### src/hw/rtl/lru_pr_pkg.sv
// lru page replacement: shared constants and controller/datapath types
// used by lru_pr_ctrl, lru_pr_dp and lru_page_replacement
`default_nettype none

package lru_pr_pkg;

    localparam int unsigned MAX_FRAMES = 16;
    localparam int unsigned IDX_W      = 4;
    localparam int unsigned RANK_W     = 4;
    localparam int unsigned CFG_W      = 5;
    localparam int unsigned PAGE_W     = 16;
    localparam int unsigned CNT_W      = 32;

    localparam logic [CFG_W-1:0] FRAMES_RESET = CFG_W'(MAX_FRAMES);

    typedef struct packed {
        logic capture;
        logic lookup;
        logic update;
    } dp_cmd_t;

    typedef struct packed {
        logic out_blocked;
    } dp_status_t;

endpackage

`default_nettype wire

### src/hw/rtl/lru_pr_ctrl.sv
// lru page replacement: controller state machine
// depends on lru_pr_pkg
`default_nettype none

module lru_pr_ctrl (
    input  wire logic                   aclk,
    input  wire logic                   aresetn,
    input  wire logic                   s_valid,
    output logic                        s_ready,
    input  wire lru_pr_pkg::dp_status_t status,
    output lru_pr_pkg::dp_cmd_t         cmd
);

    localparam logic [1:0] ST_IDLE   = 2'd0;
    localparam logic [1:0] ST_LOOKUP = 2'd1;
    localparam logic [1:0] ST_UPDATE = 2'd2;

    logic [1:0] state_reg;
    logic [1:0] state_next;

    always_comb begin
        state_next  = state_reg;
        s_ready     = 1'b0;
        cmd.capture = 1'b0;
        cmd.lookup  = 1'b0;
        cmd.update  = 1'b0;
        case (state_reg)
            ST_IDLE: begin
                s_ready = 1'b1;
                if (s_valid) begin
                    cmd.capture = 1'b1;
                    state_next  = ST_LOOKUP;
                end
            end
            ST_LOOKUP: begin
                cmd.lookup = 1'b1;
                state_next = ST_UPDATE;
            end
            ST_UPDATE: begin
                if (!status.out_blocked) begin
                    cmd.update = 1'b1;
                    s_ready    = 1'b1;
                    if (s_valid) begin
                        cmd.capture = 1'b1;
                        state_next  = ST_LOOKUP;
                    end else begin
                        state_next = ST_IDLE;
                    end
                end
            end
            default: begin
                state_next = ST_IDLE;
            end
        endcase
    end

    always_ff @(posedge aclk) begin
        if (!aresetn) begin
            state_reg <= ST_IDLE;
        end else begin
            state_reg <= state_next;
        end
    end

endmodule

`default_nettype wire

### src/hw/rtl/lru_pr_dp.sv
// lru page replacement: frame table, recency ranks, totals and output word
// depends on lru_pr_pkg
`default_nettype none

module lru_pr_dp (
    input  wire logic                                aclk,
    input  wire logic                                aresetn,
    input  wire lru_pr_pkg::dp_cmd_t                 cmd,
    output lru_pr_pkg::dp_status_t                   status,
    input  wire logic                                cfg_valid,
    input  wire logic [lru_pr_pkg::CFG_W-1:0]        cfg_frames_in_use,
    input  wire logic [lru_pr_pkg::PAGE_W-1:0]       s_page_number,
    output logic                                     m_valid,
    input  wire logic                                m_ready,
    output logic                                     m_was_hit,
    output logic [lru_pr_pkg::IDX_W-1:0]             m_slot_index,
    output logic [lru_pr_pkg::CNT_W-1:0]             m_fault_total,
    output logic [lru_pr_pkg::CNT_W-1:0]             m_hit_total
);

    localparam int unsigned NF = lru_pr_pkg::MAX_FRAMES;

    logic [lru_pr_pkg::CFG_W-1:0]  frames_reg;
    logic [lru_pr_pkg::PAGE_W-1:0] page_reg;
    logic [lru_pr_pkg::PAGE_W-1:0] store_reg [NF];
    logic [NF-1:0]                 valid_reg;
    logic [lru_pr_pkg::RANK_W-1:0] rank_reg  [NF];
    logic [lru_pr_pkg::CNT_W-1:0]  fault_reg;
    logic [lru_pr_pkg::CNT_W-1:0]  hit_cnt_reg;

    logic                          hit_reg;
    logic                          was_valid_reg;
    logic [lru_pr_pkg::IDX_W-1:0]  slot_reg;
    logic [lru_pr_pkg::RANK_W-1:0] old_rank_reg;

    logic                          out_valid_reg;
    logic                          out_hit_reg;
    logic [lru_pr_pkg::IDX_W-1:0]  out_slot_reg;

    logic [lru_pr_pkg::CFG_W-1:0]  n_eff;
    logic [NF-1:0]                 active;
    logic [NF-1:0]                 match;
    logic [NF-1:0]                 empty;
    logic [NF-1:0]                 match_first;
    logic [NF-1:0]                 empty_first;
    logic [NF-1:0]                 lru_hot;
    logic [NF-1:0]                 pick;
    logic [lru_pr_pkg::IDX_W-1:0]  pick_idx;
    logic                          any_match;
    logic                          any_empty;
    logic [lru_pr_pkg::CNT_W-1:0]  fault_next;
    logic [lru_pr_pkg::CNT_W-1:0]  hit_cnt_next;

    // clamp the active frame count to 1..MAX_FRAMES
    always_comb begin
        if (frames_reg == '0) begin
            n_eff = lru_pr_pkg::CFG_W'(1);
        end else if (frames_reg > lru_pr_pkg::FRAMES_RESET) begin
            n_eff = lru_pr_pkg::FRAMES_RESET;
        end else begin
            n_eff = frames_reg;
        end
    end

    always_comb begin
        for (int i = 0; i < NF; i++) begin
            active[i] = (lru_pr_pkg::CFG_W'(i) < n_eff);
            match[i]  = active[i] && valid_reg[i] && (store_reg[i] == page_reg);
            empty[i]  = active[i] && !valid_reg[i];
        end
    end

    // lowest set bit of each vector
    assign match_first = match & (~match + NF'(1));
    assign empty_first = empty & (~empty + NF'(1));
    assign any_match   = |match;
    assign any_empty   = |empty;

    // valid ranks are distinct, so the oldest active frame is unique
    always_comb begin
        for (int i = 0; i < NF; i++) begin
            lru_hot[i] = active[i];
            for (int j = 0; j < NF; j++) begin
                if (active[j] && (rank_reg[j] > rank_reg[i])) begin
                    lru_hot[i] = 1'b0;
                end
            end
        end
    end

    always_comb begin
        if (any_match) begin
            pick = match_first;
        end else if (any_empty) begin
            pick = empty_first;
        end else begin
            pick = lru_hot;
        end
        pick_idx = '0;
        for (int i = 0; i < NF; i++) begin
            if (pick[i]) begin
                pick_idx = pick_idx | lru_pr_pkg::IDX_W'(i);
            end
        end
    end

    // saturating totals
    always_comb begin
        fault_next   = fault_reg;
        hit_cnt_next = hit_cnt_reg;
        if (hit_reg) begin
            if (hit_cnt_reg != '1) begin
                hit_cnt_next = hit_cnt_reg + lru_pr_pkg::CNT_W'(1);
            end
        end else begin
            if (fault_reg != '1) begin
                fault_next = fault_reg + lru_pr_pkg::CNT_W'(1);
            end
        end
    end

    always_ff @(posedge aclk) begin
        if (!aresetn) begin
            frames_reg    <= lru_pr_pkg::FRAMES_RESET;
            valid_reg     <= '0;
            fault_reg     <= '0;
            hit_cnt_reg   <= '0;
            out_valid_reg <= 1'b0;
            for (int i = 0; i < NF; i++) begin
                rank_reg[i] <= '0;
            end
        end else begin
            if (cfg_valid) begin
                frames_reg <= cfg_frames_in_use;
            end
            if (out_valid_reg && m_ready) begin
                out_valid_reg <= 1'b0;
            end
            if (cmd.update) begin
                for (int i = 0; i < NF; i++) begin
                    if (lru_pr_pkg::IDX_W'(i) == slot_reg) begin
                        rank_reg[i] <= '0;
                    end else if (valid_reg[i]
                                 && (!was_valid_reg || (rank_reg[i] < old_rank_reg))) begin
                        rank_reg[i] <= rank_reg[i] + lru_pr_pkg::RANK_W'(1);
                    end
                end
                valid_reg[slot_reg] <= 1'b1;
                fault_reg           <= fault_next;
                hit_cnt_reg         <= hit_cnt_next;
                out_valid_reg       <= 1'b1;
            end
        end
    end

    always_ff @(posedge aclk) begin
        if (cmd.capture) begin
            page_reg <= s_page_number;
        end
        if (cmd.lookup) begin
            hit_reg       <= any_match;
            was_valid_reg <= any_match || !any_empty;
            slot_reg      <= pick_idx;
            old_rank_reg  <= rank_reg[pick_idx];
        end
        if (cmd.update) begin
            if (!hit_reg) begin
                store_reg[slot_reg] <= page_reg;
            end
            out_hit_reg  <= hit_reg;
            out_slot_reg <= slot_reg;
        end
    end

    assign status.out_blocked = out_valid_reg && !m_ready;

    assign m_valid       = out_valid_reg;
    assign m_was_hit     = out_hit_reg;
    assign m_slot_index  = out_slot_reg;
    assign m_fault_total = fault_reg;
    assign m_hit_total   = hit_cnt_reg;

endmodule

`default_nettype wire

### src/hw/rtl/lru_page_replacement.sv
// lru page replacement top level: controller plus datapath
// one word in, one result word out; depends on lru_pr_pkg, lru_pr_ctrl, lru_pr_dp
// an accepted word passes the lookup state, then the update state registers its result
// a new word is taken in the update state, not in lookup; update stalls on a held output
// reset: synchronous active-low aresetn empties all frames, clears ranks and totals,
// and sets frames_in_use to 16
`default_nettype none

module lru_page_replacement (
    input  wire logic                             aclk,
    input  wire logic                             aresetn,
    input  wire logic                             cfg_valid,
    output logic                                  cfg_ready,
    input  wire logic [lru_pr_pkg::CFG_W-1:0]     cfg_frames_in_use,
    input  wire logic                             s_valid,
    output logic                                  s_ready,
    input  wire logic [lru_pr_pkg::PAGE_W-1:0]    s_page_number,
    output logic                                  m_valid,
    input  wire logic                             m_ready,
    output logic                                  m_was_hit,
    output logic [lru_pr_pkg::IDX_W-1:0]          m_slot_index,
    output logic [lru_pr_pkg::CNT_W-1:0]          m_fault_total,
    output logic [lru_pr_pkg::CNT_W-1:0]          m_hit_total
);

    lru_pr_pkg::dp_cmd_t    cmd;
    lru_pr_pkg::dp_status_t status;

    assign cfg_ready = 1'b1;

    lru_pr_ctrl u_ctrl (
        .aclk    (aclk),
        .aresetn (aresetn),
        .s_valid (s_valid),
        .s_ready (s_ready),
        .status  (status),
        .cmd     (cmd)
    );

    lru_pr_dp u_dp (
        .aclk              (aclk),
        .aresetn           (aresetn),
        .cmd               (cmd),
        .status            (status),
        .cfg_valid         (cfg_valid),
        .cfg_frames_in_use (cfg_frames_in_use),
        .s_page_number     (s_page_number),
        .m_valid           (m_valid),
        .m_ready           (m_ready),
        .m_was_hit         (m_was_hit),
        .m_slot_index      (m_slot_index),
        .m_fault_total     (m_fault_total),
        .m_hit_total       (m_hit_total)
    );

endmodule

`default_nettype wire
### config.mk
export PLATFORM = sky130hd
export DESIGN_NAME = lru_page_replacement
export DESIGN_NICKNAME = d
export VERILOG_FILES = /design/src/hw/rtl/lru_pr_pkg.sv /design/src/hw/rtl/lru_pr_ctrl.sv /design/src/hw/rtl/lru_pr_dp.sv /design/src/hw/rtl/lru_page_replacement.sv
export SDC_FILE = /design/constraint.sdc
export NUM_CORES = 2
export LEC_CHECK = 0
export BUFFER_PORTS_ARGS = -buffer_cell sky130_fd_sc_hd__clkbuf_2
export CORE_MARGIN = 2
export CORE_UTILIZATION = 25
export DETAILED_ROUTE_END_ITERATION = 16
export HOLD_SLACK_MARGIN = 0.12
export PLACE_DENSITY_LB_ADDON = 0.08
export SKIP_LAST_GASP = 1
export SYNTH_ARGS = -nofsm -noshare
export SYNTH_HDL_FRONTEND = slang
export SYNTH_SLANG_ARGS = --single-unit
### constraint.sdc
create_clock -name aclk -period 5.1 [get_ports aclk]
set_input_delay 0 -clock aclk [delete_from_list [all_inputs] [get_ports aclk]]
set_output_delay 0 -clock aclk [all_outputs]
set_load 0.005 [all_outputs]
# After elaboration in Yosys (flattened, before gate mapping)
# Memory sizes are Yosys's and may differ from the RTL's. A register that Yosys moved wholly into a read port is not among the register bits.
# Index checks and enable logic that the tools add are counted.
# totals
register_bits,115
latch_bits,0
mem_bits_rw,320
mem_bits_ro,0
input_bits,26
out_inout_bits,72
word_cells,1238
memories,2
# memory_table
name,words,width,rd,rd_clocked_by_memory_dff,write_ports,line_no,rtl
u_dp.store_reg,16,16,16,0,1,lru_pr_dp.sv:25,logic [lru_pr_pkg::PAGE_W-1:0] store_reg [NF];
u_dp.rank_reg,16,4,17,1,16,lru_pr_dp.sv:27,logic [lru_pr_pkg::RANK_W-1:0] rank_reg [NF];
# classes
n_addsub,20
mul,0
div_mod_pow,0
n_lt_le_gt_ge,291
n_eq_ne,37
n_shift,0
muxes,470
bitwise,38
n_reduce_logical,368
# op_table
op,count
$gt A4 B4 Y1,256
$mux W1,414
$logic_and A1 B1 Y1,323
$eq A16 B16 Y1,16
$mux W4,40
$add A32 B1 Y32 const B,2
$add A4 B1 Y4 const B,16
$lt A4 B4 Y1,16
$ne A32 B32 Y1 const B,2
$lt A4 B5 Y1 const A,8
$add A16 B1 Y16 const B,2
$and A16 B16 Y16,2
$eq A4 B4 Y1 const A,8
$mux W16,2
$not A16 Y16,2
$or A1 B1 Y1,32
$reduce_or A16 Y1,2
$lt A3 B5 Y1 const A,4
$logic_not A1 Y1,19
$logic_or A1 B1 Y1,17
$eq A3 B4 Y1 const A,4
$or A16 B16 Y16,1
$mux W3,4
$lt A1 B5 Y1 const A,2
21 further kinds,30

# Longest topological paths before layout
# logic_depth
word_depth,38
ltp_mapped,19
mapped_depth_nobuf,15

# By module
# Synthesis repeated with hierarchy kept, for this count alone.
# unflattened
cells_unflattened,3321
area_unflattened_um2,33747.4
# by_module_without_submodules
mod,instances,cells_each,area_each_um2,seq_area_each_um2
lru_pr_dp,1,3307,33629.8,12261.8
lru_pr_ctrl,1,12,106.4,40.0
lru_page_replacement,1,2,11.3,0.0

# Least setup slack after synthesis
# Ideal clock, no wire load.
# synth_path
path_kind,reg2reg
startpoint,register u_dp.page_reg[1] (netlist name)
endpoint,"register u_dp.old_rank_reg[1] (netlist name) (read register of u_dp.rank_reg), data pin"
setup_ps,261
t_arrival_ps,3810
t_required_ps,4839
setup_slack_ps,1029
stages_incl_launch_ff,16
path_buffers,3
period_less_slack_ps,4071
path_cell_list,edfxtp_1 > clkbuf_1 > buf_2 > xor2_1 > nor4_1 > nand2_1 > or4b_1 > nand4_1 > a21oi_1 > a21oi_1 > o22ai_2 > a211oi_2 > buf_2 > mux2i_1 > o32ai_1 > a221o_1
# synth_via
elab_chain_len,21
elab_cells_between_ends,52
cone_classes,add/sub: 1; eq/ne: 16; mux: 16; bitwise: 2; reduce/logical: 17
# synth_lines
item,line_no,rtl
"start, declared",lru_pr_dp.sv:24,logic [lru_pr_pkg::PAGE_W-1:0] page_reg;
"start signal, assigned",lru_pr_dp.sv:158,page_reg <= s_page_number;
$eq A16 B16 Y1,lru_pr_dp.sv:68,match[i] = active[i] && valid_reg[i] && (store_reg[i] == page_reg);
$logic_and A1 B1 Y1,lru_pr_dp.sv:68,
$not A16 Y16,lru_pr_dp.sv:74,assign match_first = match & (~match + NF'(1));
$add A16 B1 Y16,lru_pr_dp.sv:74,
$and A16 B16 Y16,lru_pr_dp.sv:74,
$mux W16 (*),lru_pr_dp.sv:92,if (any_match) begin
$mux W1,lru_pr_dp.sv:101,if (pick[i]) begin
$mux W2 (2 in series),lru_pr_dp.sv:101,
$mux W3 (4 in series),lru_pr_dp.sv:101,
$mux W4 (7 in series),lru_pr_dp.sv:101,
$mux W4 (*),lru_pr_dp.sv:101,
"end, declared",lru_pr_dp.sv:34,logic [lru_pr_pkg::RANK_W-1:0] old_rank_reg;
# Mark *: on every way between the ends. The rest lies on a longest branch, timed or not.
# A chain may end at the register's enable or synchronous reset.

==> impl_metrics.env <==
export IMPL_max_stage_delay_ps=610
export IMPL_stdcell_area_um2=40670
export IMPL_yosys_area_top_type_share_pct=31.46
export IMPL_initial_core_util_pct=25.13
export IMPL_status="finished, final reports clean"
export IMPL_hold_depth=3
export IMPL_multi_input_area_um2=20280
export IMPL_cts_root_buf="clkbuf_16"
export IMPL_start_kind="flop"
export IMPL_areaGrowthSynthToFinish_pct=21.40
export IMPL_core_area_um2=133300
export IMPL_drt_pre_antenna_iters=7
export IMPL_synth_most_common_cell="ha_1"
export IMPL_critical_path_buf_inv_count=3
export IMPL_grt_ovfl_total=0
export IMPL_clock_latency_ps=680
export IMPL_drcViolationCount=0
export IMPL_synthesis_area_um2=33500
export IMPL_finalHoldWorstSlack_ps=297.8
export IMPL_synth_edf_count=351
export IMPL_place_area_um2=38210
export IMPL_ys_flop_type="edfxtp_1"
export IMPL_drive_gt1_share_pct=13.61
export IMPL_die_y_um=370.1
export IMPL_routedWlPerCell_um=28.11
export IMPL_seq_area_um2=12300
export IMPL_clkTransAtPathRegs_ps=60
export IMPL_grt_usage_pct=22.39
export IMPL_final_hold_violation_count=0
export IMPL_hold_path_end="u_dp.m_hit_total[1]"
export IMPL_path_max_fanout=33
export IMPL_h_tree_depth=2
export IMPL_rr_startpoint="u_dp.rank_reg[7][0]"
export IMPL_crit_family="simple AND/OR/NAND/NOR gates"
export IMPL_dpl_hpwl_um=119700
export IMPL_nFillCells=13935
export IMPL_slew_violations=0
export IMPL_fin_crit_sh_pct=97.92
export IMPL_synth_cells=3326
export IMPL_setup_viol=0
export IMPL_power_density_nw_per_um2=241.4
export IMPL_min_period_ps=4994
export IMPL_r2r_end="u_dp.old_rank_reg[3]"
export IMPL_hp_start="aresetn"
export IMPL_critPathRequiredTime_ps=5520
export IMPL_cts_path_max_buffers=3
export IMPL_die_w_um=370.1
export IMPL_grt_setup_unrepaired="false"
export IMPL_wirelength_um=156100
export IMPL_io_buffers=96
export IMPL_viasPerCell=5.174
export IMPL_cp_slowest_cell="or3_2"
export IMPL_fin_ws_ps=106.0
export IMPL_grt_max_degree=56
export IMPL_slew_headroom_pct=33.08
export IMPL_ys_types=93
export IMPL_cts_sinks=439
export IMPL_crit_path_frequent_cell="mux2i_1"
export IMPL_tritoncts="yes"
export IMPL_netlist_top_cells_count="ha_1, edfxtp_1, a21oi_1, xnor2_1, nand2_1"
export IMPL_nets=4306
export IMPL_ios=98
export IMPL_cp_cell_sequence="inv_1, ha_1, nor2b_1, o211ai_1, nand3_1, nand4bb_1, nor4_1, buf_4, a31oi_1, nor4bb_1, nor4_2, or3_2, buf_12, mux2i_1, mux2i_1, o32ai_1, a221o_1"
export IMPL_max_freq_mhz=200.2
export IMPL_reg2reg_depth=17
export IMPL_p_leak_nw=16.08
export IMPL_worst_pin_slew_ps=997.1
export IMPL_largest_reg_flops=256
export IMPL_first_global_vias=27720
export IMPL_vias=28733
export IMPL_yosys_area_top_type="edfxtp_1"
export IMPL_pre_cts_ws_ps=-357.9
export IMPL_gp_congestion=0.9691
export IMPL_path_class="reg2reg"
export IMPL_synth_nets=3894
export IMPL_rrSetupSlack_ps=110
export IMPL_antenna_found_initial=2
export IMPL_finalPower_mw=9.819
export IMPL_ys_warn_count=0
export IMPL_ys_seq_elements=439
export IMPL_ir_worst_vdd_mv=0.2500
export IMPL_num_rows=134
export IMPL_die_area_um2=136900
export IMPL_cts_inserted_buffers=56
export IMPL_syn_avg_cell_area_um2=10.07
export IMPL_grt_first_pass_wirelength_um=219100
export IMPL_final_util_pct=30.51
export IMPL_drtIter0Drc=2163
export IMPL_clock_skew_ps=47.12
export IMPL_cp_end_kind="flop"
export IMPL_synth_area_top_cells="edfxtp_1, ha_1, xnor2_1, dfxtp_1, a21oi_1"
export IMPL_cp_arrival_ps=5410
export IMPL_drtAntennaViolNets=0
export IMPL_async_flop_share_pct=0
export IMPL_hp_class="in2reg"
export IMPL_yosysSeqAreaShare_pct=36.72
export IMPL_maxCapViolations=0
==> stage by stage <==
step	instances	TNS [ps]
floorplan	3326	0
global placement	5391	-1824
detailed placement	5391	-1213
CTS	5546	0
global route	5552	0
finish	5553	0
==> cells in the final DEF, fill, tap and decap left out, types with 10 or more instances in the layout <==
cell / Yosys / final
o21ai_0: 107 / 105
buf_12: 0 / 23
a32oi_1: 10 / 10
o21a_1: 16 / 16
xnor2_1: 226 / 226
nor3_1: 45 / 44
o211ai_1: 68 / 68
nand2_1: 212 / 212
nand4_1: 166 / 166
inv_1: 145 / 141
nor2b_1: 91 / 91
or4_1: 12 / 12
nand3b_1: 10 / 10
dfxtp_1: 88 / 87
clkinv_2: 0 / 10
and3_1: 39 / 39
nand3_1: 108 / 108
o2111ai_1: 15 / 15
mux2i_1: 17 / 17
and2_1: 59 / 59
ha_1: 542 / 542
a211oi_1: 13 / 13
clkbuf_2: 0 / 95
clkbuf_16: 0 / 56
and4_1: 29 / 29
edfxtp_1: 351 / 351
nor2_1: 162 / 162
nand2b_1: 30 / 30
a21o_1: 25 / 25
a21boi_0: 33 / 33
nor4_1: 46 / 45
a41o_1: 14 / 14
a41oi_1: 22 / 21
or3_1: 15 / 14
dlygate4sd3_1: 0 / 51
clkinv_1: 0 / 12
a21oi_1: 250 / 248
buf_4: 3 / 272
xor2_1: 116 / 116
==> final cells by class <==
| type | count | share of cell area (%) |
|---|---|---|
| Antenna cell | 1 | 0.006153 |
| Clock buffer | 70 | 3.698 |
| Clock inverter | 34 | 0.7692 |
| Inverter | 147 | 1.394 |
| Multi-Input combinational cell | 2653 | 49.86 |
| Sequential cell | 439 | 30.25 |
| Tap cell | 1768 | 5.439 |
| Timing Repair Buffer | 441 | 8.578 |
==> per-layer routing <==
| metal | vias to the layer above | routed length, µm | GRT usage, % |
|---|---|---|---|
| met5 | - | 0 | 0 |
| met4 | 0 | 5514 | 7.192 |
| met3 | 221 | 7984 | 3.079 |
| met2 | 808 | 71350 | 36.49 |
| met1 | 14245 | 71250 | 30.43 |
| li1 | 13459 | - | - |
==> tightest hold or removal path: cells and delay by family <==
family / cells / cell delay, ps
buffers and inverters: 2 / 770
AND/OR/NAND/NOR: 1 / 160
==> how the worst max path moves through the flow <==
stage               slack, ps              endpoint  cells past startpoint            startpoint
floorplan                1030  u_dp.old_rank_reg[1]                     15      u_dp.page_reg[1]
global placement         -510  u_dp.old_rank_reg[2]                     16  u_dp.rank_reg[13][0]
detailed placement       -360  u_dp.old_rank_reg[2]                     14  u_dp.rank_reg[13][0]
CTS                        10  u_dp.old_rank_reg[2]                     14  u_dp.rank_reg[13][0]
global route               60  u_dp.old_rank_reg[3]                     17   u_dp.rank_reg[7][1]
finish                    110  u_dp.old_rank_reg[3]                     17   u_dp.rank_reg[7][0]
==> power by group <==
group	total, mW	internal (mW)	switching, mW
Combinational	1.85	0.648	1.21
Sequential	3.96	3.90	0.0530
Clock	4.01	2.29	1.72
==> kinds of logic (layout without fill, tap and decap cells) <==
kind of cell / Yosys count / in the layout / share of synthesized area (%)
adder cells (fa/ha/maj): 542 / 542 / 20.24
buffers and inverters: 234 / 692 / 2.928
flip-flops: 439 / 439 / 36.72
other: 1 / 2 / 0.01119
multiplexers: 18 / 18 / 0.5416
AND/OR/NAND/NOR: 1074 / 1074 / 17.41
AO/OA/AOI/OAI: 676 / 676 / 13.20
XOR/XNOR: 342 / 342 / 8.942
==> repair_timing <==
| item | in CTS | in global routing |
|---|---|---|
| endpoints found under the setup margin | 4 | 4 |
| hold buffers | 51 | 0 |
| endpoints found under the hold margin | 88 | 0 |
| buffers inserted | 0 | 6 |
| resized for setup | 2 | 13 |
(Power assumes the default switching activity.)
